`src/rtl/bmtd_pkg.sv`:
```
// Shared types and constants of the block mean threshold detector.
`default_nettype none

package bmtd_pkg;

  // Sample and mean width, attempt count width.
  localparam int unsigned SMP_W  = 12;
  localparam int unsigned CNT_W  = 8;
  localparam int unsigned ADDR_W = 3;
  localparam int unsigned DATA_W = 32;

  // Register indexes on the configuration port (byte address bit 2).
  localparam logic REG_THRESHOLD    = 1'b0;
  localparam logic REG_BLOCK_LENGTH = 1'b1;

  // Register reset values.
  localparam logic [SMP_W-1:0] THRESHOLD_RST    = 12'd2048;
  localparam logic [CNT_W-1:0] BLOCK_LENGTH_RST = 8'd100;

  typedef struct packed {
    logic [SMP_W-1:0] sample;
    logic             read_error;
  } bmtd_in_t;

  typedef struct packed {
    logic [SMP_W-1:0] block_mean;
    logic             indicator_on;
  } bmtd_out_t;

  // Handshake between the sequencer and the serial divider.
  typedef struct packed {
    logic             start;
    logic [SMP_W-1:0] dividend;
    logic [CNT_W-1:0] divisor;
  } bmtd_div_req_t;

  typedef struct packed {
    logic             done;
    logic [SMP_W-1:0] quotient;
  } bmtd_div_rsp_t;

endpackage

`default_nettype wire

```
`src/rtl/bmtd_div.sv`:
```
// Bit-serial restoring divider: unsigned 12-bit dividend by 8-bit divisor.
`default_nettype none

module bmtd_div
  import bmtd_pkg::*;
(
  input  wire logic          clk,
  input  wire logic          rst_n,
  input  wire bmtd_div_req_t req,
  output bmtd_div_rsp_t      rsp
);

  localparam int unsigned STEP_W = $clog2(SMP_W);
  localparam logic [STEP_W-1:0] LAST_STEP = STEP_W'(SMP_W - 1);

  logic [SMP_W-1:0]  quo_r, quo_nxt;
  logic [CNT_W-1:0]  rem_r, rem_nxt;
  logic [CNT_W-1:0]  dsr_r, dsr_nxt;
  logic [STEP_W-1:0] step_r, step_nxt;
  logic              busy_r, busy_nxt;
  logic              done_r, done_nxt;

  logic [CNT_W:0] trial;
  logic [CNT_W:0] trial_sub;
  logic           fits;

  // Shift one dividend bit into the partial remainder and try the subtract.
  assign trial     = {rem_r, quo_r[SMP_W-1]};
  assign trial_sub = trial - {1'b0, dsr_r};
  assign fits      = (trial >= {1'b0, dsr_r});

  always_comb begin
    quo_nxt  = quo_r;
    rem_nxt  = rem_r;
    dsr_nxt  = dsr_r;
    step_nxt = step_r;
    busy_nxt = busy_r;
    done_nxt = 1'b0;
    if (req.start) begin
      quo_nxt  = req.dividend;
      rem_nxt  = '0;
      dsr_nxt  = req.divisor;
      step_nxt = '0;
      busy_nxt = 1'b1;
    end else if (busy_r) begin
      // Advance one quotient bit a cycle.
      quo_nxt  = {quo_r[SMP_W-2:0], fits};
      rem_nxt  = fits ? trial_sub[CNT_W-1:0] : trial[CNT_W-1:0];
      step_nxt = step_r + 1'b1;
      if (step_r == LAST_STEP) begin
        busy_nxt = 1'b0;
        done_nxt = 1'b1;
      end
    end
  end

  always_ff @(posedge clk) begin
    quo_r  <= quo_nxt;
    rem_r  <= rem_nxt;
    dsr_r  <= dsr_nxt;
    step_r <= step_nxt;
    if (!rst_n) begin
      busy_r <= 1'b0;
      done_r <= 1'b0;
    end else begin
      busy_r <= busy_nxt;
      done_r <= done_nxt;
    end
  end

  assign rsp.done     = done_r;
  assign rsp.quotient = quo_r;

endmodule

`default_nettype wire

```
`src/rtl/bmtd_regs.sv`:
```
// APB-style configuration registers: threshold and block length.
`default_nettype none

module bmtd_regs
  import bmtd_pkg::*;
(
  input  wire logic              clk,
  input  wire logic              rst_n,
  input  wire logic              psel,
  input  wire logic              penable,
  input  wire logic              pwrite,
  input  wire logic [ADDR_W-1:0] paddr,
  input  wire logic [DATA_W-1:0] pwdata,
  output logic      [DATA_W-1:0] prdata,
  output logic                   pready,
  output logic      [SMP_W-1:0]  threshold,
  output logic      [CNT_W-1:0]  block_length
);

  logic [SMP_W-1:0] threshold_r, threshold_nxt;
  logic [CNT_W-1:0] blen_r, blen_nxt;
  logic             wr_en;

  assign pready = 1'b1;
  assign wr_en  = psel && penable && pwrite;

  // Decode the write on address bit 2.
  always_comb begin
    threshold_nxt = threshold_r;
    blen_nxt      = blen_r;
    if (wr_en) begin
      unique case (paddr[2])
        REG_THRESHOLD:    threshold_nxt = pwdata[SMP_W-1:0];
        REG_BLOCK_LENGTH: blen_nxt      = pwdata[CNT_W-1:0];
        default:          ;
      endcase
    end
  end

  always_ff @(posedge clk) begin
    if (!rst_n) begin
      threshold_r <= THRESHOLD_RST;
      blen_r      <= BLOCK_LENGTH_RST;
    end else begin
      threshold_r <= threshold_nxt;
      blen_r      <= blen_nxt;
    end
  end

  // Return the selected register, zero extended.
  always_comb begin
    unique case (paddr[2])
      REG_THRESHOLD:    prdata = {{(DATA_W-SMP_W){1'b0}}, threshold_r};
      REG_BLOCK_LENGTH: prdata = {{(DATA_W-CNT_W){1'b0}}, blen_r};
      default:          prdata = '0;
    endcase
  end

  assign threshold    = threshold_r;
  assign block_length = blen_r;

endmodule

`default_nettype wire

```
`src/rtl/block_mean_threshold_detector.sv`:
```
// Top level: running block mean with threshold indicator.
//
// Usage: each input transaction on in_valid/in_ready carries one converter
// read attempt (sample, read_error). After block_length attempts one result
// transaction on out_valid/out_ready carries the block mean and indicator_on
// (mean <= threshold); other attempts give no result.
// Timing: a good read holds in_ready low after acceptance while the bit-serial
// divider forms the 12 quotient bits, the sequencer applies the step and the
// finish state runs, so a new attempt is taken only once the previous one is
// through. A failed read holds in_ready low only for its finish state. A block
// result is loaded into the output register from the last attempt's finish state.
// The result sits in an output register; new attempts are accepted while it
// waits. If a block ends while the previous result is still not taken, the
// block holds in its finish cycle and in_ready stays low until out_ready.
// Reset (rst_n low, synchronous) clears the mean, the attempt count and the
// output valid, and loads threshold 2048 and block_length 100.
// Configuration goes through an APB-style port at byte addresses 0 and 4;
// write it only while no attempt is in flight.
`default_nettype none

module block_mean_threshold_detector
  import bmtd_pkg::*;
(
  input  wire logic              clk,
  input  wire logic              rst_n,
  input  wire logic              in_valid,
  output logic                   in_ready,
  input  wire bmtd_in_t          in_data,
  output logic                   out_valid,
  input  wire logic              out_ready,
  output bmtd_out_t              out_data,
  input  wire logic              psel,
  input  wire logic              penable,
  input  wire logic              pwrite,
  input  wire logic [ADDR_W-1:0] paddr,
  input  wire logic [DATA_W-1:0] pwdata,
  output logic      [DATA_W-1:0] prdata,
  output logic                   pready
);

  localparam logic [1:0] ST_IDLE = 2'd0;
  localparam logic [1:0] ST_DIV  = 2'd1;
  localparam logic [1:0] ST_FIN  = 2'd2;

  logic [1:0]       state_r, state_nxt;
  logic [SMP_W-1:0] mean_r, mean_nxt;
  logic [CNT_W-1:0] count_r, count_nxt;
  logic             neg_r, neg_nxt;
  logic             out_valid_r, out_valid_nxt;
  bmtd_out_t        out_data_r, out_data_nxt;

  logic [SMP_W-1:0] threshold;
  logic [CNT_W-1:0] block_length;
  bmtd_div_req_t    div_req;
  bmtd_div_rsp_t    div_rsp;

  logic             in_fire;
  logic [SMP_W:0]   diff;
  logic [SMP_W:0]   diff_mag;
  logic [CNT_W-1:0] count_inc;
  logic             block_end;
  logic             slot_free;
  logic [SMP_W:0]   mean_upd;

  bmtd_regs u_regs (
    .clk          (clk),
    .rst_n        (rst_n),
    .psel         (psel),
    .penable      (penable),
    .pwrite       (pwrite),
    .paddr        (paddr),
    .pwdata       (pwdata),
    .prdata       (prdata),
    .pready       (pready),
    .threshold    (threshold),
    .block_length (block_length)
  );

  bmtd_div u_div (
    .clk   (clk),
    .rst_n (rst_n),
    .req   (div_req),
    .rsp   (div_rsp)
  );

  assign in_ready = (state_r == ST_IDLE);
  assign in_fire  = in_valid && in_ready;

  // Split sample minus mean into sign and magnitude for the divider.
  assign diff     = {1'b0, in_data.sample} - {1'b0, mean_r};
  assign diff_mag = diff[SMP_W] ? (~diff + 1'b1) : diff;

  assign div_req.start    = in_fire && !in_data.read_error;
  assign div_req.dividend = diff_mag[SMP_W-1:0];
  assign div_req.divisor  = count_r + 1'b1;

  // Apply the truncated step with its sign; the mean stays in sample range.
  assign mean_upd = neg_r ? ({1'b0, mean_r} - {1'b0, div_rsp.quotient})
                          : ({1'b0, mean_r} + {1'b0, div_rsp.quotient});

  assign count_inc = count_r + 1'b1;
  assign block_end = (count_inc >= block_length);
  assign slot_free = !out_valid_r || out_ready;

  always_comb begin
    state_nxt     = state_r;
    mean_nxt      = mean_r;
    count_nxt     = count_r;
    neg_nxt       = neg_r;
    out_valid_nxt = out_valid_r;
    out_data_nxt  = out_data_r;
    // Drop the result once taken.
    if (out_valid_r && out_ready) begin
      out_valid_nxt = 1'b0;
    end
    unique case (state_r)
      ST_IDLE: begin
        if (in_fire) begin
          neg_nxt   = diff[SMP_W];
          state_nxt = in_data.read_error ? ST_FIN : ST_DIV;
        end
      end
      ST_DIV: begin
        if (div_rsp.done) begin
          mean_nxt  = mean_upd[SMP_W-1:0];
          state_nxt = ST_FIN;
        end
      end
      ST_FIN: begin
        if (!block_end) begin
          count_nxt = count_inc;
          state_nxt = ST_IDLE;
        end else if (slot_free) begin
          // Emit the block result and clear the running state.
          out_valid_nxt             = 1'b1;
          out_data_nxt.block_mean   = mean_r;
          out_data_nxt.indicator_on = (mean_r <= threshold);
          mean_nxt                  = '0;
          count_nxt                 = '0;
          state_nxt                 = ST_IDLE;
        end
      end
      default: state_nxt = ST_IDLE;
    endcase
  end

  always_ff @(posedge clk) begin
    neg_r      <= neg_nxt;
    out_data_r <= out_data_nxt;
    if (!rst_n) begin
      state_r     <= ST_IDLE;
      mean_r      <= '0;
      count_r     <= '0;
      out_valid_r <= 1'b0;
    end else begin
      state_r     <= state_nxt;
      mean_r      <= mean_nxt;
      count_r     <= count_nxt;
      out_valid_r <= out_valid_nxt;
    end
  end

  assign out_valid = out_valid_r;
  assign out_data  = out_data_r;

`ifndef SYNTHESIS
  // A good read always starts the divider.
  a_good_read_divides: assert property (@(posedge clk) disable iff (!rst_n)
    in_valid && in_ready && !in_data.read_error |=> state_r == ST_DIV)
    else $error("good read did not enter divide state");

  // The divider reports completion only while the sequencer waits for it.
  a_done_in_div: assert property (@(posedge clk) disable iff (!rst_n)
    div_rsp.done |-> state_r == ST_DIV)
    else $error("divider done outside divide state");

  // A finished block clears the count and raises the result.
  a_block_emits: assert property (@(posedge clk) disable iff (!rst_n)
    state_r == ST_FIN && block_end && slot_free
    |=> out_valid_r && count_r == '0 && mean_r == '0)
    else $error("block end did not emit and clear");

  // A block that cannot emit holds in its finish cycle.
  a_block_holds: assert property (@(posedge clk) disable iff (!rst_n)
    state_r == ST_FIN && block_end && !slot_free |=> state_r == ST_FIN)
    else $error("stalled block left finish state");
`endif

endmodule

`default_nettype wire
```
`config.mk`:
```
export PLATFORM = sky130hd
export DESIGN_NAME = block_mean_threshold_detector
export DESIGN_NICKNAME = d
export VERILOG_FILES = /design/src/rtl/bmtd_pkg.sv /design/src/rtl/bmtd_div.sv /design/src/rtl/bmtd_regs.sv /design/src/rtl/block_mean_threshold_detector.sv
export SDC_FILE = /design/constraint.sdc
export NUM_CORES = 1
export LEC_CHECK = 0
export BUFFER_PORTS_ARGS = -buffer_cell sky130_fd_sc_hd__buf_4
export CAP_MARGIN = 5
export CORE_MARGIN = 2
export CORE_UTILIZATION = 53
export CTS_BUF_LIST = sky130_fd_sc_hd__clkbuf_4 sky130_fd_sc_hd__clkbuf_8
export DETAILED_ROUTE_END_ITERATION = 6
export PLACE_DENSITY_LB_ADDON = 0.2
export REMOVE_ABC_BUFFERS = 1
export SLEW_MARGIN = 40
export SYNTH_ARGS = -nofsm -noshare
export SYNTH_HDL_FRONTEND = slang
export SYNTH_HIERARCHICAL = 1
export SYNTH_SLANG_ARGS = --single-unit
```
`constraint.sdc`:
```
create_clock -name clk -period 2.88 [get_ports clk]
set_input_delay 0.576 -clock clk [delete_from_list [all_inputs] [get_ports clk]]
set_output_delay 0.576 -clock clk [all_outputs]
set_load 0.01 [all_outputs]
```
After elaboration in Yosys (flattened, before gate mapping)
Index checks and enable logic that the tools add are counted.
{"block": "classes", "bitwise": 4, "n_eq_ne": 9, "magnitude_cmp": 3, "n_reduce_logical": 19, "n_mux": 26, "add_sub_neg": 7}
{"op": "$mux 12", "count": 7}
{"op": "$pmux 32 s2", "count": 1}
{"op": "$mux 8", "count": 3}
{"op": "$pmux 12 s2", "count": 1}
{"op": "$sub 12x12->13", "count": 1}
{"op": "$add 12x1->12 const B", "count": 1}
{"op": "$add 12x12->12", "count": 1}
{"op": "$le 12x12->1", "count": 1}
{"op": "$not 12->12", "count": 1}
{"op": "$sub 12x12->12", "count": 1}
{"op": "$mux 2", "count": 5}
{"op": "$ge 9x8->1", "count": 1}
{"op": "$add 8x1->8 const B", "count": 1}
{"op": "$ge 8x8->1", "count": 1}
{"op": "$mux 1", "count": 8}
{"op": "$reduce_and 2->1", "count": 4}
{"op": "$sub 8x8->8", "count": 1}
{"op": "$ne 2x1->1 const B", "count": 3}
{"op": "$pmux 2 s3", "count": 1}
{"op": "$reduce_and 3->1", "count": 2}
{"op": "$logic_and 1x1->1", "count": 5}
{"op": "$add 4x1->4 const B", "count": 1}
{"op": "$eq 4x4->1 const B", "count": 1}
{"op": "$ne 2x2->1 const B", "count": 2}
{"op": "other kinds (10)", "count": 14}
{"block": "totals", "inputBits": 55, "wordCells": 83, "regBits": 91}

Logic depth before layout (Yosys ltp)
Gate-level depths: netlist of run 1.
{"block": "logic_depth", "ltp_word": 5, "depth_mapped": 15, "depth_no_buf": 15}

By module
The synthesis of run 1 kept the hierarchy.
{"mod": "block_mean_threshold_detector", "cells_per_inst": 413, "seq_area_each_um2": 880.8, "n_inst": 1, "area_per_inst_um2": 3392.0}
{"mod": "bmtd_div", "cells_per_inst": 155, "seq_area_each_um2": 880.8, "n_inst": 1, "area_per_inst_um2": 1767.9}
{"mod": "bmtd_regs", "cells_per_inst": 121, "seq_area_each_um2": 400.4, "n_inst": 1, "area_per_inst_um2": 1097.3}

Worst setup path before layout of run 1
No wires, ideal clock.
{"block": "synth_timing", "kind": "input port to flip-flop", "from": "in in_data[1] (netlist name)", "to": "reg u_div.quo_r[11] (data pin)", "path_slack_ps": -172, "arrival_time_ps": 2792, "setup_ps": 260, "path_buffers": 0, "required_ps": 2620, "cell_stages": 12, "cell_sequence": "inv_1 > ha_1 > fa_1 > nand2b_1 > a21o_1 > a21oi_1 > xnor2_1 > nand2_1 > nor4b_2 > a31oi_1 > xnor2_1 > mux2_2"}
{"block": "synth_via", "elab_chain_cells": 5}
{"element": "start, declared", "line": "block_mean_threshold_detector.sv:28", "rtl": "input wire bmtd_in_t in_data,"}
{"element": "$sub 12x12->13 (*)", "line": "block_mean_threshold_detector.sv:90", "rtl": "assign diff = {1'b0, in_data.sample} - {1'b0, mean_r};"}
{"element": "$not 12->12", "line": "block_mean_threshold_detector.sv:91", "rtl": "assign diff_mag = diff[SMP_W] ? (~diff + 1'b1) : diff;"}
{"element": "$add 12x1->12", "line": "block_mean_threshold_detector.sv:91"}
{"element": "$mux 12 (*)", "line": "block_mean_threshold_detector.sv:91"}
{"element": "net diff_mag[11]", "line": "block_mean_threshold_detector.sv:59", "rtl": "logic [SMP_W:0] diff_mag;"}
{"element": "$mux 12 (*)", "line": "bmtd_div.sv:39", "rtl": "if (req.start) begin"}
{"element": "net u_div.quo_nxt[11]", "line": "bmtd_div.sv:16", "rtl": "logic [SMP_W-1:0] quo_r, quo_nxt;"}
{"element": "end signal, assigned", "line": "bmtd_div.sv:58", "rtl": "quo_r <= quo_nxt;"}
{"element": "end, declared", "line": "bmtd_div.sv:16"}
The timed path passes the listed nets; every way through them passes the cells marked *.
A chain may end at the register's enable or synchronous reset.

Worst setup path in the final report of run 1
{"block": "layout_timing", "from": "reg u_div.quo_r[0]", "to": "reg mean_r[10]"}
{"block": "layout_via", "elab_chain_cells": 4}
{"element": "$add 12x12->12 or $sub 12x12->12 (tied branches)", "line": "block_mean_threshold_detector.sv:99, block_mean_threshold_detector.sv:98"}
{"element": "$mux 12 (*)", "line": "block_mean_threshold_detector.sv:98", "rtl": "assign mean_upd = neg_r ? ({1'b0, mean_r} - {1'b0, div_rsp.quotient})"}
{"element": "$mux 12 (*)", "line": "block_mean_threshold_detector.sv:124", "rtl": "if (div_rsp.done) begin"}
{"element": "$pmux 12 s2 (*)", "line": "block_mean_threshold_detector.sv:116", "rtl": "unique case (state_r)"}
{"element": "end signal, assigned", "line": "block_mean_threshold_detector.sv:157", "rtl": "mean_r <= mean_nxt;"}
{"element": "end, declared", "line": "block_mean_threshold_detector.sv:46", "rtl": "logic [SMP_W-1:0] mean_r, mean_nxt;"}
Mark *: on every way between the ends. The rest lies on a longest branch, timed or not. The select of a mux whose other input is x is not followed.

==> results of run 1 <==
==> stage by stage <==
stage               instance area, um2  setup slack (ns)  instances  hold slack [ns]  utilization [%]
detailed placement                7290            -0.386        949            0.466             63.6
global route                      7800            -0.394        975            0.453             68.0
finish                            7800            -0.234        975            0.472             68.0
floorplan                         6060            -0.288        669            0.443                -
CTS                               7610            -0.279        969            0.460             66.3
global placement                  7290            -0.325        949            0.458             63.5
==> Yosys cell counts, drive strengths merged (4+ instances only) <==
cell / count
nand2: 75
nand2b: 15
nand3: 14
nor3: 12
nor2b: 27
xor2: 20
a21o: 10
buf: 31
mux2i: 25
o211ai: 5
edfxtp: 34
nand4: 6
inv: 56
dfxtp: 57
clkbuf: 8
a21oi: 32
o21ai: 33
nor2: 51
mux2: 22
ha: 55
a31oi: 12
o21a: 4
a211oi: 4
xnor2: 32
==> layer usage <==
metal	part of all wire (%)	vias to the layer above	track usage, %
met1	46	2526	30.5
met4	1.9	0	6.99
met5	0	-	0
met3	4.5	23	4.32
met2	48	124	39.6
li1	-	2619	-
==> logic make-up (layout without fill, tap and decap cells) <==
logic type	Yosys count	count (layout)	synth area share (%)
buffers and inverters	95	219	7.58
muxes	47	47	8.02
adders and majority gates	58	58	12.0
DFF	91	91	34.6
other	2	21	0.120
and+or+nand+nor	222	222	17.3
AOI/OAI and AO/OA	122	122	13.2
xor gates and xnor gates	52	52	7.28
==> flip-flops by register name (all words and copies together) (netlist names) <==
register             flops
u_div/step_r             4
u_div/rem_r              8
out_valid                1
neg_r                    1
u_regs/threshold        12
mean_r                  12
u_div/quo_r             12
out_data                13
u_regs/block_length      8
u_div/done_r             1
u_div/dsr_r              8
count_r                  8
u_div/busy_r             1
state_r                  2
==> cell type report <==
type	count	area, um2
fill	867	3670
clock buffer	11	145
inverter	56	210
tap	143	179
clock inverter	5	62.6
multi-input combinational	522	3910
sequential	91	2170
timing repair buffer	147	1130
==> repair_timing <==
item | CTS | global route
endpoints found under the setup margin | 34 | 43
pin swaps | 14 | 19
setup buffers | 4 | 6
gates resized for setup | 19 | 33
==> power groups by stage <==
stage	sequential [mW]	clock (mW)	combinational [mW]
2_1_floorplan	1.53	0	0.836
3_3_place_gp	1.54	0	1.14
3_5_place_dp	1.54	0	1.19
4_1_cts	1.51	0.930	1.22
5_1_grt	1.53	0.984	1.39
6_report	1.52	0.911	1.27
==> worst max-delay path: stages (launching register included) <==
cell      delay (ns)
edfxtp_1        0.43
inv_1           0.08
ha_2            0.17
nand2b_1        0.07
or4_4           0.55
nor3_4          0.15
nor2_2          0.07
xnor2_2         0.21
ha_4            0.25
o21ai_2         0.06
nand2b_1        0.09
and2_4          0.15
buf_6           0.11
nor2b_4         0.11
a311oi_2        0.25
xor2_1          0.17
o21ai_1         0.07
==> worst max path at each step <==
stage / start / end / slack, ns / cells past startpoint
after floorplan: state_r[0]$_SDFFE_PN0P_ / u_div/quo_r[0]$_DFFE_PP_ / -0.29 / 5
after global placement: in_data[1] / u_div/quo_r[11]$_DFFE_PP_ / -0.33 / 13
after detailed placement: in_data[1] / u_div/quo_r[5]$_DFFE_PP_ / -0.39 / 14
after CTS: u_div/quo_r[0]$_DFFE_PP_ / mean_r[11]$_SDFFE_PN0P_ / -0.28 / 15
after global routing: u_div/quo_r[0]$_DFFE_PP_ / mean_r[11]$_SDFFE_PN0P_ / -0.39 / 14
final: u_div/quo_r[0]$_DFFE_PP_ / mean_r[10]$_SDFFE_PN0P_ / -0.23 / 16
==> run summary, run 1 <==
Outcome -> finished, violations left
Failing checks -> negative setup slack
Slew Limit Headroom -> 49.8%
Area grow syn2layout -> 24.6%
Nets -> 940
GRT Total Usage -> 23.4%
# IOs -> 103
Number of antenna diodes -> 0
Leakage -> 3.41 nW
Hold Path Class -> input port to flop
CP Data Required Time -> 3.12 ns
Post-Syn Instances -> 689
Net Sw Power -> 1.20 mW
First-pass GRT wire length -> 24100 um
Crit start category -> flop
TritonCTS Buffers -> 9
CTS clk-pin slew, worst paths -> 0.09 ns
R2R Setup Slk -> -0.23 ns
Tcrit/Tclk final -> 108%
Clock share of power -> 24.6%
Port bufs -> 59
GR Overflow Total -> 0
Pin count of the biggest net entering global routing -> 48
Ys Warns -> 6
Switching part of the total -> 32.3%
Hpwl dp -> 11200 um
Post-Route WL -> 14700 um
Die Area -> 12700 um2
Hold Startpoint -> pwdata[8]
Netlist cell types -> 68
Critical Path Fanout Max -> 3
Pins Over Slew Limit -> 0
Area leader, netlist -> dfxtp_1
Row count -> 39
Setup CP Type -> flop to flop
Ys async rst share -> 0%
Drt drc -> 0
Vias in the first global route -> 5195
Flop and latch count out of synthesis -> 91
Sequential share of the synthesized area -> 34.6%
Sink count of the clock tree -> 91
Comb power frac -> 34.3%
Vias post-DR -> 5292
Post-synth EDFFs -> 34
Post-layout min period -> 3.11 ns
Final hold violation count -> 0
Commonest non-fill, non-tap cell in the layout -> buf_4
Die Ht -> 113 um
Slew @ Worst Pin -> 0.753 ns
Setup violations, final -> 2
RSZ-0062 raised after global routing -> yes
Share of cells above drive strength 1 -> 29.0%
Reg-to-Reg End -> mean_r[10]$_SDFFE_PN0P_
Width of the die -> 113 um
Hold EP -> u_regs/threshold[8]$_SDFFE_PN0P_
Placer Congestion -> 0.872
TritonCTS clock tree -> done
Clk buf depth -> 2
Setup ws final -> -0.234 ns
Post-Syn Area -> 6260 um2
CTS root buf -> clkbuf_8
Cts hold-fix bufs -> 0
Reg-to-reg startpoint -> u_div/quo_r[0]$_DFFE_PP_
Reg power frac -> 41.0%
Routed WL per cell -> 15.1 um
Power per Cell Area -> 474 nW/um2
Worst path arrival time -> 3.35 ns
Pre-Repair DR Iteration Count -> 4
Top cell type's share of synthesized area -> 18.2%
Clock Skew -> 0.00766 ns
WHS Path Cells -> 3
Commonest cells after routing, fill and taps aside -> buf_4 (143), nand2_1 (73), inv_1 (56)
Core Area -> 11500 um2
Initial Util -> 54.6%
DR vias/cell -> 5.43
FMAX -> 321 MHz
Htree depth -> 3
Initial DRC Count -> 327
Ys flop type -> dfxtp_1
Synth area leaders -> dfxtp_1 (18%), edfxtp_1 (16%), ha_1 (11%)
Post-DRT Antenna Nets -> 0
Final setup TNS -> -0.457 ns
Clk_lat worst skew -> 0.36 ns
Total power -> 3.70 mW
Max_cap viols -> 0
Worst vdd rail ir drop -> 0.256 mV
Int Power -> 2.50 mW
Initial antenna violation count -> 0
Avg Cell Area, Syn -> 9.08 um2
Worst setup EP type -> flop
Cells on worst reg2reg path -> 16
Note: power is estimated with default switching activity, not from simulation.
==> run 2, diff against run 1 <==
ABC_AREA = 1   (was default)
CORE_UTILIZATION = 54   (was 53)
==> run 2 against run 1 <==
The run now ends clean. Sequential cell count is the same. Cell area fell by 3.0%. Global-route usage about the same. Combinational power about the same. Clock skew grew 0.012 ns. Utilization fell by 7.5 points. Power shrank 2.0%. Via count is 15% higher. Critical path depth decreased by 1. Sequential share of layout area grew 0.80 points. Routed wire length rose by 4.2%. Critical endpoint is now mean_r[9]$_SDFFE_PN0P_.
==> run summary, run 2 <==
Layout filler cell count -> 1221
Ys Warns -> 6
Worst setup EP type -> flop
Pins Over Slew Limit -> 0
Width of the die -> 117 um
Largest register FFs -> 13
Hpwl dp -> 11900 um
Post-layout min period -> 2.60 ns
Slowest CP cell -> edfxtp_1
CTS clk-pin slew, worst paths -> 0.09 ns
Worst path arrival time -> 2.89 ns
Netlist cell types -> 43
First-pass GRT wire length -> 25200 um
Critical Path Fanout Max -> 4
Vias in the first global route -> 5355
Flop and latch count out of synthesis -> 91
Leakage -> 3.82 nW
Ys async rst share -> 0%
Clk buf depth -> 2
Initial Util -> 54.8%
Comb power frac -> 35.3%
Post-synth EDFFs -> 34
Pin count of the biggest net entering global routing -> 26
Post-Syn Area -> 6860 um2
Synth cell count leaders -> nand2_1 (277), inv_1 (162), nand3_1 (85), nor2_1 (85), dfxtp_1 (57)
Worst vdd rail ir drop -> 0.228 mV
Most numerous cell in the Yosys netlist -> nand2_1
Net Sw Power -> 1.34 mW
TritonCTS clock tree -> done
Sequential share of the synthesized area -> 31.5%
Outcome -> completed
Number of antenna diodes -> 0
Htree depth -> 3
Final hold violation count -> 0
Drt drc -> 0
Placer Congestion -> 0.893
GR Overflow Total -> 0
Clock Skew -> 0.0192 ns
Hold Path Class -> input port to flop
Clk_lat worst skew -> 0.37 ns
R2R Setup Slk -> 0.28 ns
Setup ws final -> 0.278 ns
Setup violations, final -> 0
Port bufs -> 59
Top cell type's share of synthesized area -> 16.6%
Area leader, netlist -> dfxtp_1
# IOs -> 103
Slowest stage delay, CP -> 0.47 ns
Power per Cell Area -> 478 nW/um2
Setup CP Type -> flop to flop
Die Area -> 13600 um2
Reg power frac -> 42.3%
Post-DRT Antenna Nets -> 0
Ys flop type -> dfxtp_1
Nets -> 1164
Fin util -> 60.5%
Clock share of power -> 22.4%
Worst path bufs/invs -> 3
Die Ht -> 117 um
Routed WL per cell -> 12.5 um
Vias post-DR -> 6109
Commonest non-fill, non-tap cell in the layout -> nand2_1
Commonest cells after routing, fill and taps aside -> nand2_1 (277), inv_1 (162), nor2_1 (85), nand3_1 (85), buf_4 (69)
GRT Total Usage -> 23.4%
Post-Route WL -> 15300 um
Max_cap viols -> 0
Tcrit/Tclk final -> 90.3%
TritonCTS Buffers -> 9
Row count -> 41
Crit-path cells -> inv_1, ha_1, nand2_1, o21ai_2, nand2_1, xor2_1, inv_1, ha_1, inv_1, o21ai_1, nor2_1, nand3_1, xor2_1, nand2_1, a21oi_1
Area grow syn2layout -> 10.3%
Switching part of the total -> 36.9%
Pre-Repair DR Iteration Count -> 5
Initial antenna violation count -> 0
Cts hold-fix bufs -> 0
CTS root buf -> clkbuf_8
Sink count of the clock tree -> 91
Total power -> 3.62 mW
Pre-CTS WS -> 0.0941 ns
Share of cells above drive strength 1 -> 12.8%
Synth area leaders -> dfxtp_1 (17%), nand2_1 (15%), edfxtp_1 (15%)
CP Data Required Time -> 3.17 ns
Int Power -> 2.28 mW
Final setup TNS -> 0 ns
Initial DRC Count -> 502
FMAX -> 384 MHz
Crit start category -> flop
DR vias/cell -> 4.97
Largest delay contributor family on the critical path -> adder cells
Slew Limit Headroom -> 52.7%
Core Area -> 12500 um2
Slew @ Worst Pin -> 0.709 ns
Post-Syn Instances -> 990
Avg Cell Area, Syn -> 6.93 um2
-- run 2: changes by cell type in the layout (fill, tap and decap cells not counted), moves of 19 or more --
cell,previous run,this run
nand2_1,73,277
buf_4,143,69
nor2_1,49,85
a21oi_1,24,52
xnor2_1,29,10
inv_1,56,162
nor2b_1,24,0
mux2_2,21,0
mux2i_1,25,0
nand3_1,12,85
-- run 2: kinds of logic (layout without fill, tap and decap cells) --
group | count (synthesis) | in the layout | synth area share [%]
and+or+nand+nor | 516 | 516 | 33.2
buffers and inverters | 205 | 252 | 13.5
adders and majority gates | 58 | 58 | 10.9
xor gates and xnor gates | 29 | 29 | 3.70
DFF | 91 | 91 | 31.5
AOI/OAI and AO/OA | 89 | 89 | 7.08
other | 2 | 21 | 0.109
-- run 2: worst paths after layout --
path | startpoint | end | depth (start not counted)
min | pwdata[11] | u_regs/threshold[11]$_SDFFE_PN1P_ | 3
max | u_div/quo_r[0]$_DFFE_PP_ | mean_r[9]$_SDFFE_PN0P_ | 15
max reg2reg | u_div/quo_r[0]$_DFFE_PP_ | mean_r[9]$_SDFFE_PN0P_ | 15
min reg2reg | u_div/rem_r[5]$_SDFFE_PP0P_ | u_div/rem_r[5]$_SDFFE_PP0P_ | 2
-- run 2: power groups by stage --
stage / Combinational [mW] / Clock [mW] / Sequential (mW)
final: 1.28 / 0.812 / 1.53
after global routing: 1.47 / 0.881 / 1.54
after CTS: 1.25 / 0.826 / 1.53
after detailed placement: 1.25 / 0 / 1.56
after global placement: 1.23 / 0 / 1.56
after floorplan: 0.970 / 0 / 1.53
-- run 2: metal layers --
| layer | GRT usage, % | routed length, um | vias up |
|---|---|---|---|
| met3 | 3.53 | 733 | 15 |
| li1 | - | - | 3208 |
| met2 | 36.5 | 6910 | 148 |
| met5 | 0 | 0 | - |
| met4 | 7.06 | 211 | 0 |
| met1 | 33.5 | 7460 | 2738 |
-- run 2: through the flow --
| stage | hold slack (ns) | instance area [um2] | instances |
|---|---|---|---|
| 5_1_grt | 0.401 | 7570 | 1228 |
| 6_report | 0.418 | 7570 | 1228 |
| 4_1_cts | 0.404 | 7530 | 1226 |
| 2_1_floorplan | 0.432 | 6640 | 971 |
| 3_3_place_gp | 0.446 | 7350 | 1210 |
| 3_5_place_dp | 0.458 | 7350 | 1210 |
-- run 2: worst reg2reg max path, stage by stage, from the launching register on --
cell and delay, ns:
edfxtp_1 0.47, inv_1 0.09, ha_1 0.16, nand2_1 0.08
o21ai_2 0.19, nand2_1 0.09, xor2_1 0.19, inv_1 0.07
ha_1 0.34, inv_1 0.10, o21ai_1 0.18, nor2_1 0.07
nand3_1 0.11, xor2_1 0.17, nand2_1 0.08, a21oi_1 0.12
-- run 2: repair_timing --
action,4_1_cts,5_1_grt
resized for setup,0,9
setup buffers,0,2
hold endpoints to repair,0,0
setup endpoints to repair,0,6
-- run 2: layout make-up --
| type | instances | area (um2) | area share, % |
|---|---|---|---|
| Multi-Input combinational cell | 713 | 3870 | 51.1 |
| Timing Repair Buffer | 69 | 518 | 6.84 |
| Clock inverter | 3 | 21.3 | 0.281 |
| Clock buffer | 13 | 154 | 2.03 |
| Inverter | 167 | 631 | 8.33 |
| Sequential cell | 91 | 2160 | 28.6 |
| Tap cell | 172 | 215 | 2.84 |
==> run 3, diff against run 2 <==
CORE_UTILIZATION = 53   (was 54)
SYNTH_HIERARCHICAL = default   (was 1)
==> run 3 against run 2 <==
Sequential power hardly changed. Final cell count is 12% lower. Synthesized area is 7.5% lower. Critical path depth is 1 higher. Global-route usage fell by 0.48 points. Utilization up 2.5 points. Sequential cell count unchanged. Largest cell class unchanged. Highest routed layer unchanged.
==> run summary, run 3 <==
Final hold violation count -> 0
Crit start category -> flop
Leakage -> 3.53 nW
TritonCTS Buffers -> 9
FMAX -> 371 MHz
Pins Over Slew Limit -> 0
Setup ws final -> 0.188 ns
Nets -> 1042
Worst path bufs/invs -> 2
Share of cells above drive strength 1 -> 16.3%
Hpwl dp -> 11300 um
Slowest stage delay, CP -> 0.41 ns
Clock share of power -> 26.8%
Htree depth -> 3
First-pass GRT wire length -> 23600 um
Flip-flop and latch area -> 2170 um2
Synth cell count leaders -> nand2_1 (182), inv_1 (130), a21oi_1 (76)
DP Area -> 6940 um2
Final setup TNS -> 0 ns
Avg Cell Area, Syn -> 7.44 um2
Reg power frac -> 41.9%
Area leader, netlist -> dfxtp_1
Ys Warns -> 0
Synth area leaders -> dfxtp_1 (18%), edfxtp_1 (16%), ha_1 (11%)
Number of antenna diodes -> 0
Top cell type's share of synthesized area -> 18.0%
Post-Syn Instances -> 853
Initial DRC Count -> 362
Largest register FFs -> 13
Int Power -> 2.41 mW
# IOs -> 103
Die Area -> 12900 um2
Critical Path Fanout Max -> 5
Routed WL per cell -> 13.7 um
Net Sw Power -> 1.27 mW
Pin count of the biggest net entering global routing -> 22
Pre-CTS WS -> 0.0986 ns
Commonest cells after routing, fill and taps aside -> nand2_1 (179), inv_1 (127), buf_4 (79)
DR vias/cell -> 5.18
Initial Util -> 54.8%
Multi-input gate area -> 3560 um2
Worst vdd rail ir drop -> 0.313 mV
Slowest CP cell -> edfxtp_1
Ys async rst share -> 0%
Reg-to-reg startpoint -> u_div.quo_r[3]$_DFFE_PP_
CTS clk-pin slew, worst paths -> 0.10 ns
Most numerous cell in the Yosys netlist -> nand2_1
Post-Route WL -> 14700 um
Placer Congestion -> 0.924
Design area -> 7280 um2
Area grow syn2layout -> 14.8%
Width of the die -> 113 um
Drt drc -> 0
Slew Limit Headroom -> 60.4%
Pre-Repair DR Iteration Count -> 5
Flop and latch count out of synthesis -> 91
Post-Syn Area -> 6340 um2
Sink count of the clock tree -> 91
Hold Path Class -> input port to flop
Max_cap viols -> 0
Post-DRT Antenna Nets -> 0
CTS root buf -> clkbuf_8
Final std cells w/o fill -> 1077
Sequential share of the synthesized area -> 34.1%
Worst setup EP type -> flop
Comb power frac -> 31.3%
Vias post-DR -> 5582
Ys flop type -> dfxtp_1
Die Ht -> 113 um
TritonCTS clock tree -> done
Power per Cell Area -> 506 nW/um2
Row count -> 39
Hold Startpoint -> pwdata[11]
Commonest non-fill, non-tap cell in the layout -> nand2_1
Setup CP Type -> flop to flop
Clk buf depth -> 2
Switching part of the total -> 34.6%
Port bufs -> 59
Clk_lat worst skew -> 0.37 ns
Largest delay contributor family on the critical path -> simple AND/OR/NAND/NOR gates
Setup violations, final -> 0
Initial antenna violation count -> 0
Slew @ Worst Pin -> 0.592 ns
CP Data Required Time -> 3.17 ns
Core Area -> 11600 um2
Tcrit/Tclk final -> 93.5%
GRT Total Usage -> 22.9%
Worst path arrival time -> 2.98 ns
Layout filler cell count -> 1095
Crit path launch -> u_div.quo_r[3]$_DFFE_PP_
Crit-path cells -> inv_2, nand2_1, nor2_1, nor3b_2, nor2_1, a21oi_1, xnor2_1, inv_1, ha_1, nand2_1, nor2_1, a211oi_2, nand3_1, a21oi_1, o21ai_0, a21oi_1
GR Overflow Total -> 0
Vias in the first global route -> 4927
Post-synth EDFFs -> 34
Outcome -> completed
Netlist cell types -> 46
Post-layout min period -> 2.69 ns
Dpl cells -> 1055
Clock Skew -> 0.0143 ns
Hold slack -> 0.411 ns
run 3: cell types whose count changed in the layout (fill, tap and decap cells not counted), sizes merged, moves of 4 or more:
| cell | previous run | this run |
|---|---|---|
| nor3 | 11 | 7 |
| xor2 | 19 | 25 |
| nand4 | 10 | 14 |
| nand3b | 8 | 4 |
| inv | 169 | 138 |
| nand3 | 93 | 57 |
| nand2 | 293 | 197 |
| nor2 | 95 | 51 |
| o211ai | 0 | 5 |
| a21oi | 54 | 78 |
| a211oi | 0 | 4 |
| o21ai | 21 | 63 |
| buf | 69 | 80 |
run 3: cell type report:
class	instances	share of cell area [%]
Timing Repair Buffer	81	8.76
Sequential cell	91	29.8
Inverter	137	7.06
Tap cell	143	2.46
Clock inverter	5	1.17
Multi-Input combinational cell	609	48.9
Clock buffer	11	1.91
run 3: path summary, 6_finish.rpt:
kind                                       end  slack (ns)  cells after the start
max                    mean_r[10]$_SDFFE_PN0P_        0.19                     16
min          u_regs.threshold[11]$_SDFFE_PN1P_        0.41                      3
max reg2reg            mean_r[10]$_SDFFE_PN0P_        0.19                     16
min reg2reg        u_div.rem_r[7]$_SDFFE_PP0P_        0.45                      2
run 3: worst min-delay path: stages:
cell and delay, ns:
buf_4 0.08, a21oi_1 0.05, o21ai_0 0.05
run 3: layer usage:
layer,vias to the layer above,global-route usage (%),share of wire (%)
met1,2521,32.8,48
met4,0,5.53,1.2
met3,12,3.93,6.0
met5,-,0,0
met2,145,36.3,45
li1,2904,-,-
run 3: logic make-up (layout without fill, tap and decap cells):
kind of cell             count (synthesis)  count (layout)  synth area share (%)
other                                    2              21                 0.118
XOR/XNOR                                32              32                  4.54
flip-flops                              91              91                  34.1
adder cells (fa/ha/maj)                 58              58                  11.8
AND/OR/NAND/NOR                        337             337                  23.9
AO/OA/AOI/OAI                          161             161                  13.7
buffers and inverters                  172             234                  11.8
run 3: timing repair:
action	4_1_cts	5_1_grt
hold buffers	0	0
resized for setup	0	18
buffers inserted	0	5
endpoints found under the hold margin	0	0
setup endpoints to repair	0	34
run 3: stage by stage:
step                utilization [%]  total power [mW]
finish                         63.0              3.68
global route                   63.0              3.93
CTS                            61.9              3.68
detailed placement             60.0              2.69
global placement               60.0              2.68
floorplan                         -              2.40
run 3: power groups by stage:
| stage | clock network (mW) | logic, mW | registers, mW |
|---|---|---|---|
| floorplan | 0 | 0.861 | 1.54 |
| global placement | 0 | 1.11 | 1.57 |
| detailed placement | 0 | 1.12 | 1.57 |
| CTS | 1.01 | 1.13 | 1.54 |
| global route | 1.06 | 1.32 | 1.56 |
| finish | 0.989 | 1.15 | 1.54 |
